`config.mk`:
```
export PLATFORM = sky130hd
export DESIGN_NAME = sensor_frame_builder_dual_checksum_top
export DESIGN_NICKNAME = d
export VERILOG_FILES = /design/src/hdl/sfb_pkg.sv /design/src/hdl/sfb_cfg_regs.sv /design/src/hdl/sfb_serialiser.sv /design/src/hdl/sensor_frame_builder_dual_checksum_top.sv
export SDC_FILE = /design/constraint.sdc
export NUM_CORES = 1
export LEC_CHECK = 0
export CAP_MARGIN = 20
export CORE_MARGIN = 1.5
export CORE_UTILIZATION = 32
export DETAILED_ROUTE_END_ITERATION = 16
export DONT_BUFFER_PORTS = 1
export PLACE_DENSITY = 0.43
export SYNTH_ARGS = -nofsm -noshare
export SYNTH_HDL_FRONTEND = slang
export SYNTH_SLANG_ARGS = --single-unit
```
`constraint.sdc`:
```
create_clock -name clk -period 9.7 [get_ports clk]
set_clock_uncertainty 0.15 [all_clocks]
set_input_delay 1.94 -clock clk [delete_from_list [all_inputs] [get_ports clk]]
set_output_delay 1.94 -clock clk [all_outputs]
set_load 0.005 [all_outputs]
```
`src/hdl/sfb_pkg.sv`:
```
// Types and constants shared by the frame builder modules.
// No dependencies.
package sfb_pkg;

  // One input word: nine signed sensor readings.
  typedef struct packed {
    logic signed [15:0] accel_x;
    logic signed [15:0] accel_y;
    logic signed [15:0] accel_z;
    logic signed [15:0] gyro_x;
    logic signed [15:0] gyro_y;
    logic signed [15:0] gyro_z;
    logic signed [15:0] mag_x;
    logic signed [15:0] mag_y;
    logic signed [15:0] mag_z;
  } sensor_item_t;

  // One output word: a frame byte and its end-of-frame flag.
  typedef struct packed {
    logic [7:0] frame_byte;
    logic       last_byte;
  } frame_word_t;

  // Header settings handed from the register block to the serialiser.
  typedef struct packed {
    logic [7:0] target_address;
    logic [7:0] frame_id;
  } hdr_cfg_t;

  localparam int unsigned FRAME_LEN = 24;
  localparam int unsigned IDX_W     = 5;
  localparam int unsigned HDR_LEN   = 4;

  localparam logic [IDX_W-1:0] IDX_TARGET  = IDX_W'(1);
  localparam logic [IDX_W-1:0] IDX_FRAMEID = IDX_W'(2);
  localparam logic [IDX_W-1:0] IDX_LENGTH  = IDX_W'(3);
  localparam logic [IDX_W-1:0] IDX_PAYLOAD = IDX_W'(HDR_LEN);
  localparam logic [IDX_W-1:0] IDX_SUM     = IDX_W'(FRAME_LEN - 2);
  localparam logic [IDX_W-1:0] IDX_ACC     = IDX_W'(FRAME_LEN - 1);

  localparam logic [7:0] FRAME_HEADER = 8'hAA;
  localparam logic [7:0] PAYLOAD_LEN  = 8'd18;

  localparam logic [7:0] TARGET_RESET  = 8'hFF;
  localparam logic [7:0] FRAMEID_RESET = 8'hF1;

  // Register select, taken from paddr[2].
  localparam logic REG_TARGET_ADDRESS = 1'b0;
  localparam logic REG_FRAME_ID       = 1'b1;

endpackage

```
`src/hdl/sfb_cfg_regs.sv`:
```
// APB-style register block holding the two header bytes.
// Depends on sfb_pkg.
module sfb_cfg_regs (
  input  logic               clk,
  input  logic               rst,
  input  logic               psel,
  input  logic               penable,
  input  logic               pwrite,
  input  logic [2:0]         paddr,
  input  logic [31:0]        pwdata,
  output logic [31:0]        prdata,
  output logic               pready,
  output sfb_pkg::hdr_cfg_t  cfg
);

  logic [7:0] target_address;
  logic [7:0] frame_id;
  logic       wr_en;

  assign pready = 1'b1;
  assign wr_en  = psel && penable && pwrite;

  always_ff @(posedge clk) begin
    if (rst) begin
      target_address <= sfb_pkg::TARGET_RESET;
      frame_id       <= sfb_pkg::FRAMEID_RESET;
    end else if (wr_en) begin
      unique case (paddr[2])
        sfb_pkg::REG_TARGET_ADDRESS: target_address <= pwdata[7:0];
        sfb_pkg::REG_FRAME_ID:       frame_id       <= pwdata[7:0];
        default: ;
      endcase
    end
  end

  always_comb begin
    unique case (paddr[2])
      sfb_pkg::REG_TARGET_ADDRESS: prdata = {24'd0, target_address};
      sfb_pkg::REG_FRAME_ID:       prdata = {24'd0, frame_id};
      default:                     prdata = 32'd0;
    endcase
  end

  assign cfg.target_address = target_address;
  assign cfg.frame_id       = frame_id;

endmodule

```
`src/hdl/sfb_serialiser.sv`:
```
// Frame serialiser: byte index, byte select, running check bytes, output register.
// Depends on sfb_pkg.
module sfb_serialiser (
  input  logic                   clk,
  input  logic                   rst,
  input  sfb_pkg::hdr_cfg_t      cfg,
  input  logic                   load_valid,
  output logic                   load_ready,
  input  sfb_pkg::sensor_item_t  load_item,
  output logic                   out_valid,
  input  logic                   out_ready,
  output sfb_pkg::frame_word_t   out_data
);

  sfb_pkg::sensor_item_t      cur;
  logic                       busy;
  logic [sfb_pkg::IDX_W-1:0]  idx;
  logic [7:0]                 sum;
  logic [7:0]                 acc;
  logic [7:0]                 sum_next;
  logic [7:0]                 acc_next;
  logic [sfb_pkg::IDX_W-1:0]  off;
  logic [15:0]                reading;
  logic [7:0]                 cur_byte;
  logic                       adv;
  logic                       at_end;

  assign adv        = busy && (!out_valid || out_ready);
  assign at_end     = (idx == sfb_pkg::IDX_ACC);
  assign load_ready = !busy || (adv && at_end);

  // Which reading, and which half of it, the payload index points at.
  assign off = idx - sfb_pkg::IDX_PAYLOAD;

  always_comb begin
    unique case (off[sfb_pkg::IDX_W-1:1])
      4'd0:    reading = cur.accel_x;
      4'd1:    reading = cur.accel_y;
      4'd2:    reading = cur.accel_z;
      4'd3:    reading = cur.gyro_x;
      4'd4:    reading = cur.gyro_y;
      4'd5:    reading = cur.gyro_z;
      4'd6:    reading = cur.mag_x;
      4'd7:    reading = cur.mag_y;
      4'd8:    reading = cur.mag_z;
      default: reading = 16'd0;
    endcase
  end

  always_comb begin
    priority if (idx == sfb_pkg::IDX_TARGET)  cur_byte = cfg.target_address;
    else if (idx == sfb_pkg::IDX_FRAMEID)     cur_byte = cfg.frame_id;
    else if (idx == sfb_pkg::IDX_LENGTH)      cur_byte = sfb_pkg::PAYLOAD_LEN;
    else if (idx < sfb_pkg::IDX_PAYLOAD)      cur_byte = sfb_pkg::FRAME_HEADER;
    else if (idx < sfb_pkg::IDX_SUM)          cur_byte = off[0] ? reading[15:8] : reading[7:0];
    else if (idx == sfb_pkg::IDX_SUM)         cur_byte = sum;
    else                                      cur_byte = acc;
  end

  // Fletcher-style pair over the first 22 bytes.
  assign sum_next = sum + cur_byte;
  assign acc_next = acc + sum_next;

  always_ff @(posedge clk) begin
    if (rst) begin
      busy      <= 1'b0;
      idx       <= '0;
      sum       <= 8'd0;
      acc       <= 8'd0;
      out_valid <= 1'b0;
    end else begin
      if (adv) begin
        out_valid <= 1'b1;
      end else if (out_valid && out_ready) begin
        out_valid <= 1'b0;
      end

      // a new word loads on the same edge as the last byte of the old frame
      if (load_valid && load_ready) begin
        busy <= 1'b1;
        idx  <= '0;
        sum  <= 8'd0;
        acc  <= 8'd0;
      end else if (adv) begin
        if (at_end) begin
          busy <= 1'b0;
        end
        if (idx < sfb_pkg::IDX_SUM) begin
          sum <= sum_next;
          acc <= acc_next;
        end
        idx <= idx + 1'b1;
      end
    end
  end

  always_ff @(posedge clk) begin
    if (load_valid && load_ready) begin
      cur <= load_item;
    end
    if (adv) begin
      out_data.frame_byte <= cur_byte;
      out_data.last_byte  <= at_end;
    end
  end

endmodule

```
`src/hdl/sensor_frame_builder_dual_checksum_top.sv`:
```
// Telemetry frame builder: nine readings in, one 24-byte frame out, one byte per word.
// The byte rate is set by the serialiser, which issues one frame byte per cycle through
// its output register unless out_ready stalls it; a one-word input buffer takes the next
// item while the current frame is still going out, so frames follow each other with no
// gap. An accepted word passes through the input buffer and the serialiser's item
// register (cur) before its first frame byte reaches the output register. Frame layout: 0xAA,
// target_address, frame_id, 18, the nine readings low byte first (accel, gyro, mag;
// x, y, z), then the modulo-256 byte sum and the modulo-256 sum of running sums;
// last_byte marks the final check byte. Header bytes are read from the registers
// (target_address at 0x0, frame_id at 0x4) as the frame goes out, so change them
// only while idle.
// Depends on sfb_pkg, sfb_cfg_regs and sfb_serialiser.
module sensor_frame_builder_dual_checksum_top (
  input  logic                   clk,
  input  logic                   rst,
  // input words
  input  logic                   in_valid,
  output logic                   in_ready,
  input  sfb_pkg::sensor_item_t  in_data,
  // output words
  output logic                   out_valid,
  input  logic                   out_ready,
  output sfb_pkg::frame_word_t   out_data,
  // register port
  input  logic                   psel,
  input  logic                   penable,
  input  logic                   pwrite,
  input  logic [2:0]             paddr,
  input  logic [31:0]            pwdata,
  output logic [31:0]            prdata,
  output logic                   pready
);

  sfb_pkg::hdr_cfg_t     cfg;
  sfb_pkg::sensor_item_t pend;
  logic                  pend_valid;
  logic                  load_ready;

  sfb_cfg_regs u_regs (
    .clk     (clk),
    .rst     (rst),
    .psel    (psel),
    .penable (penable),
    .pwrite  (pwrite),
    .paddr   (paddr),
    .pwdata  (pwdata),
    .prdata  (prdata),
    .pready  (pready),
    .cfg     (cfg)
  );

  // Input buffer: one word waiting for the serialiser. Ready comes straight off
  // a flop, so no combinational path runs from out_ready to in_ready.
  assign in_ready = !pend_valid;

  always_ff @(posedge clk) begin
    if (rst) begin
      pend_valid <= 1'b0;
    end else if (in_valid && in_ready) begin
      pend_valid <= 1'b1;
    end else if (pend_valid && load_ready) begin
      pend_valid <= 1'b0;
    end
  end

  always_ff @(posedge clk) begin
    if (in_valid && in_ready) begin
      pend <= in_data;
    end
  end

  sfb_serialiser u_ser (
    .clk        (clk),
    .rst        (rst),
    .cfg        (cfg),
    .load_valid (pend_valid),
    .load_ready (load_ready),
    .load_item  (pend),
    .out_valid  (out_valid),
    .out_ready  (out_ready),
    .out_data   (out_data)
  );

endmodule

```
==> out/qor.csv <==
stage,metric,value,unit
timing,hold_slack,0.261,ns
synth,synth_top_family_by_area,compound AO/OA/AOI/OAI gates,
detailed_routing,wl_per_cell,20.9,µm
detailed_routing,drt-total-wl,29.8,mm
timing,setup_viol,0,
clocking,ctsResizeCount,0,
finish,seq_area,9720,µm²
timing,hold_viol_final,0,
finish,multiInputGateArea,2890,µm²
synth,synth_ff_type,edfxtp_1,
critical_path,reg2reg_depth,26,
placed_design,port_buffers,0,
power_and_ir_drop,p_seq_frac,0.525,
synth,post_synth_instance_area,12900,µm²
timing,max_freq,138,MHz
clocking,clock_latency,0.55,ns
timing,worstMarginPinSlew,1.04,ns
floorplanning,start_util,0.324,
clocking,numCtsBuffers,38,
clocking,clk_pin_slew,0.06,ns
timing,final.min_clock_period,7.22,ns
synth,synth_top_cell_by_area,edfxtp_1,
critical_path,critPathKind,register to register,
floorplanning,fp-row-count,73,
power_and_ir_drop,p_switching,0.726,mW
critical_path,critPathLaunchType,register,
critical_path,r2r_setup_slack,2.48,ns
global_routing,grt_overflow,0,
power_and_ir_drop,swShare,0.221,
detailed_routing,detail_route.first_pass.iterations,5,
detailed_routing,drt-initial-drc-count,433,
clocking,clock_sinks,337,
timing,slew_violations,0,
detailed_routing,drc,0,
synth,synth-compound-area-share,0.0839,
synth,synth_top_area_share,0.694,
clocking,clockBufferDepth,3,
global_routing,grt_pass1_vias,6790,
floorplanning,fp.dieArea,41400,µm²
clocking,cts_tree,built,
timing,fin_crit_sh,0.745,
placed_design,dp_hpwl,19.5,mm
flow_run,drv_cap,0,
synth,seq_area_frac_synth,0.756,
finish,areaGrowthSynthToFinish,14.2,%
critical_path,path_max_fanout,19,
outcome,outcome,"finished, final reports clean",
detailed_routing,ant_nets,0,
detailed_routing,routed_via_density,4.69,
critical_path,r2r_end,u_ser.acc[7],
critical_path,crit_start,u_ser.idx[2],
synth,synthTopCellsByCount,"297 x edfxtp_1, 89 x nand2_1, 58 x a21oi_1",
synth,yosys.area_share.adder,0.0245,
synth,synthMuxAreaShare,0.0180,
power_and_ir_drop,power.leakage,4.96,nW
critical_path,reg2reg_from,u_ser.idx[2],
power_and_ir_drop,comb_power_share,0.056,
synth,avgSynthCellArea,15.4,µm²
floorplanning,die_y,203,µm
synth,synth_cell_type_count,57,
synth,synthTopCellsByArea,"edfxtp_1 69%, dfxtp_1 6.2%, nand2_1 2.6%",
placed_design,place_congestion,0.780,
detailed_routing,vias,6700,
floorplanning,ios,230,
global_routing,grt_pass1_wl,43.4,mm
synth,async_flop_share,0,
global_routing,globalRouteTotalUtil,0.146,
floorplanning,die_w,203,µm
global_routing,grt_start_max_net_pins,75,
synth,synth_edf_count,297,
synth,yosysMostFrequentCell,edfxtp_1,
finish,num-fill-cells,3798,
power_and_ir_drop,vdd_drop_max,0.144,mV
synth,synthCells,837,
clocking,htreeDepth,2,
timing,tns,0,ns
critical_path,endpoint,u_ser.acc[7],
finish,num-nets-final,1073,
synth,yosys.area_share.xor_xnor,0.0122,
critical_path,critPathArrivalTime,7.53,ns
power_and_ir_drop,clkPwrFrac,0.420,
power_and_ir_drop,p_int,2.56,mW
finish,drive_above_1_share,0.107,
critical_path,cp.required,10.01,ns
floorplanning,core_area,39700,µm²
global_routing,grt_antenna_before_repair,15,
timing,rsz0062_at_grt,false,
clocking,root_buffer,clkbuf_16,
critical_path,cp-end-kind,register,
synth,synthSimpleGateAreaFrac,0.0748,
timing,slew_headroom,0.306,
clocking,cts_hold_buf,0,
hold_path,hold_path.class,register to register,
power_and_ir_drop,power_density,224,nW/µm²
synth,yosysWarnings,0,
synth,yosys_register_bits,337,
clocking,cts_setup_buffers,0,
[cells in the final DEF, fill, tap and decap left out, types with 18 or more instances in the layout]
cell / count
nor2_1: 43
edfxtp_1: 297
a21oi_1: 58
a22oi_1: 21
conb_1: 25
buf_4: 18
ha_1: 22
dfxtp_1: 40
nand2_1: 89
clkbuf_16: 39
nand3_1: 19
[metrics by stage]
step / area (µm²) / setup WS [ns] / instances / util / total power [mW]
2_1_floorplan: 12900 / 0.712 / 860 / - / 1.90
6_report: 14700 / 2.48 / 1428 / 0.370 / 3.28
4_1_cts: 14600 / 2.26 / 1415 / 0.368 / 3.34
3_5_place_dp: 13400 / 2.29 / 1346 / 0.338 / 1.94
5_1_grt: 14700 / 1.82 / 1421 / 0.369 / 3.42
3_3_place_gp: 13400 / 2.33 / 1346 / 0.338 / 1.94
[how the worst min path moves through the flow]
| stage | slack [ns] | depth (start not counted) | start | endpoint |
|---|---|---|---|---|
| after floorplan | 0.25 | 0 | pend[0] | u_ser.cur[0] |
| after global placement | 0.25 | 0 | pend[90] | u_ser.cur[90] |
| after detailed placement | 0.25 | 0 | pend[118] | u_ser.cur[118] |
| after CTS | 0.26 | 0 | pend[32] | u_ser.cur[32] |
| after global routing | 0.27 | 0 | pend[32] | u_ser.cur[32] |
| final | 0.26 | 0 | pend[32] | u_ser.cur[32] |
[cell type report]
class                   instances  area share
inverters                      15     0.00384
well taps                     525      0.0447
clock inverters                20      0.0110
diodes                         11     0.00187
flip-flops and latches        337       0.662
repair buffers                 18     0.00920
clock buffers                  49      0.0704
multi-input cells             453       0.197
[kinds of logic (layout without fill, tap and decap cells)]
logic type               count (synthesis)  in the layout
adder cells (fa/ha/maj)                 24             24
XOR/XNOR                                17             17
AND/OR/NAND/NOR                        205            205
AO/OA/AOI/OAI                          160            160
flip-flops                             337            337
buffers and inverters                   70            102
other                                    2             36
multiplexers                            22             22
[metal layers]
layer | share of wire | GRT usage
met5 | 0.00087 | 0
met4 | 0.024 | 0.0608
met3 | 0.061 | 0.0455
met2 | 0.47 | 0.236
met1 | 0.44 | 0.181
[power by group through the flow]
stage / clock, mW / sequential, mW / combinational, mW
after floorplan: 0 / 1.75 / 0.144
final: 1.38 / 1.72 / 0.183
after detailed placement: 0 / 1.75 / 0.186
after global placement: 0 / 1.75 / 0.184
after global routing: 1.48 / 1.73 / 0.208
after CTS: 1.43 / 1.72 / 0.187
[critical path, stage by stage, from the launching register on]
cell      delay [ns]
dfxtp_1         0.85
inv_2           0.22
ha_1            0.89
nand3b_2        0.60
a21oi_1         0.50
a221o_1         0.18
nor2_1          0.05
a41oi_1         0.43
a221oi_1        0.15
a21oi_1         0.25
ha_1            0.21
inv_1           0.06
fa_1            0.40
inv_1           0.07
a21o_1          0.11
a21oi_1         0.09
o21bai_1        0.16
a21oi_1         0.10
xnor2_1         0.26
ha_1            0.31
nor2_1          0.11
nor2_1          0.06
a21oi_1         0.19
o21ai_0         0.12
mux2_1          0.33
a21o_1          0.18
a21oi_1         0.12
[sequential cells by signal, summed over array words and instances, names as in the netlist]
signal,flops
pend,144
pend_valid,1
u_regs.frame_id,8
u_regs.target_address,8
u_ser.acc,8
u_ser.busy,1
u_ser.cur,144
u_ser.idx,5
u_ser.out_data,9
u_ser.out_valid,1
u_ser.sum,8
(Power assumes the default switching activity.)
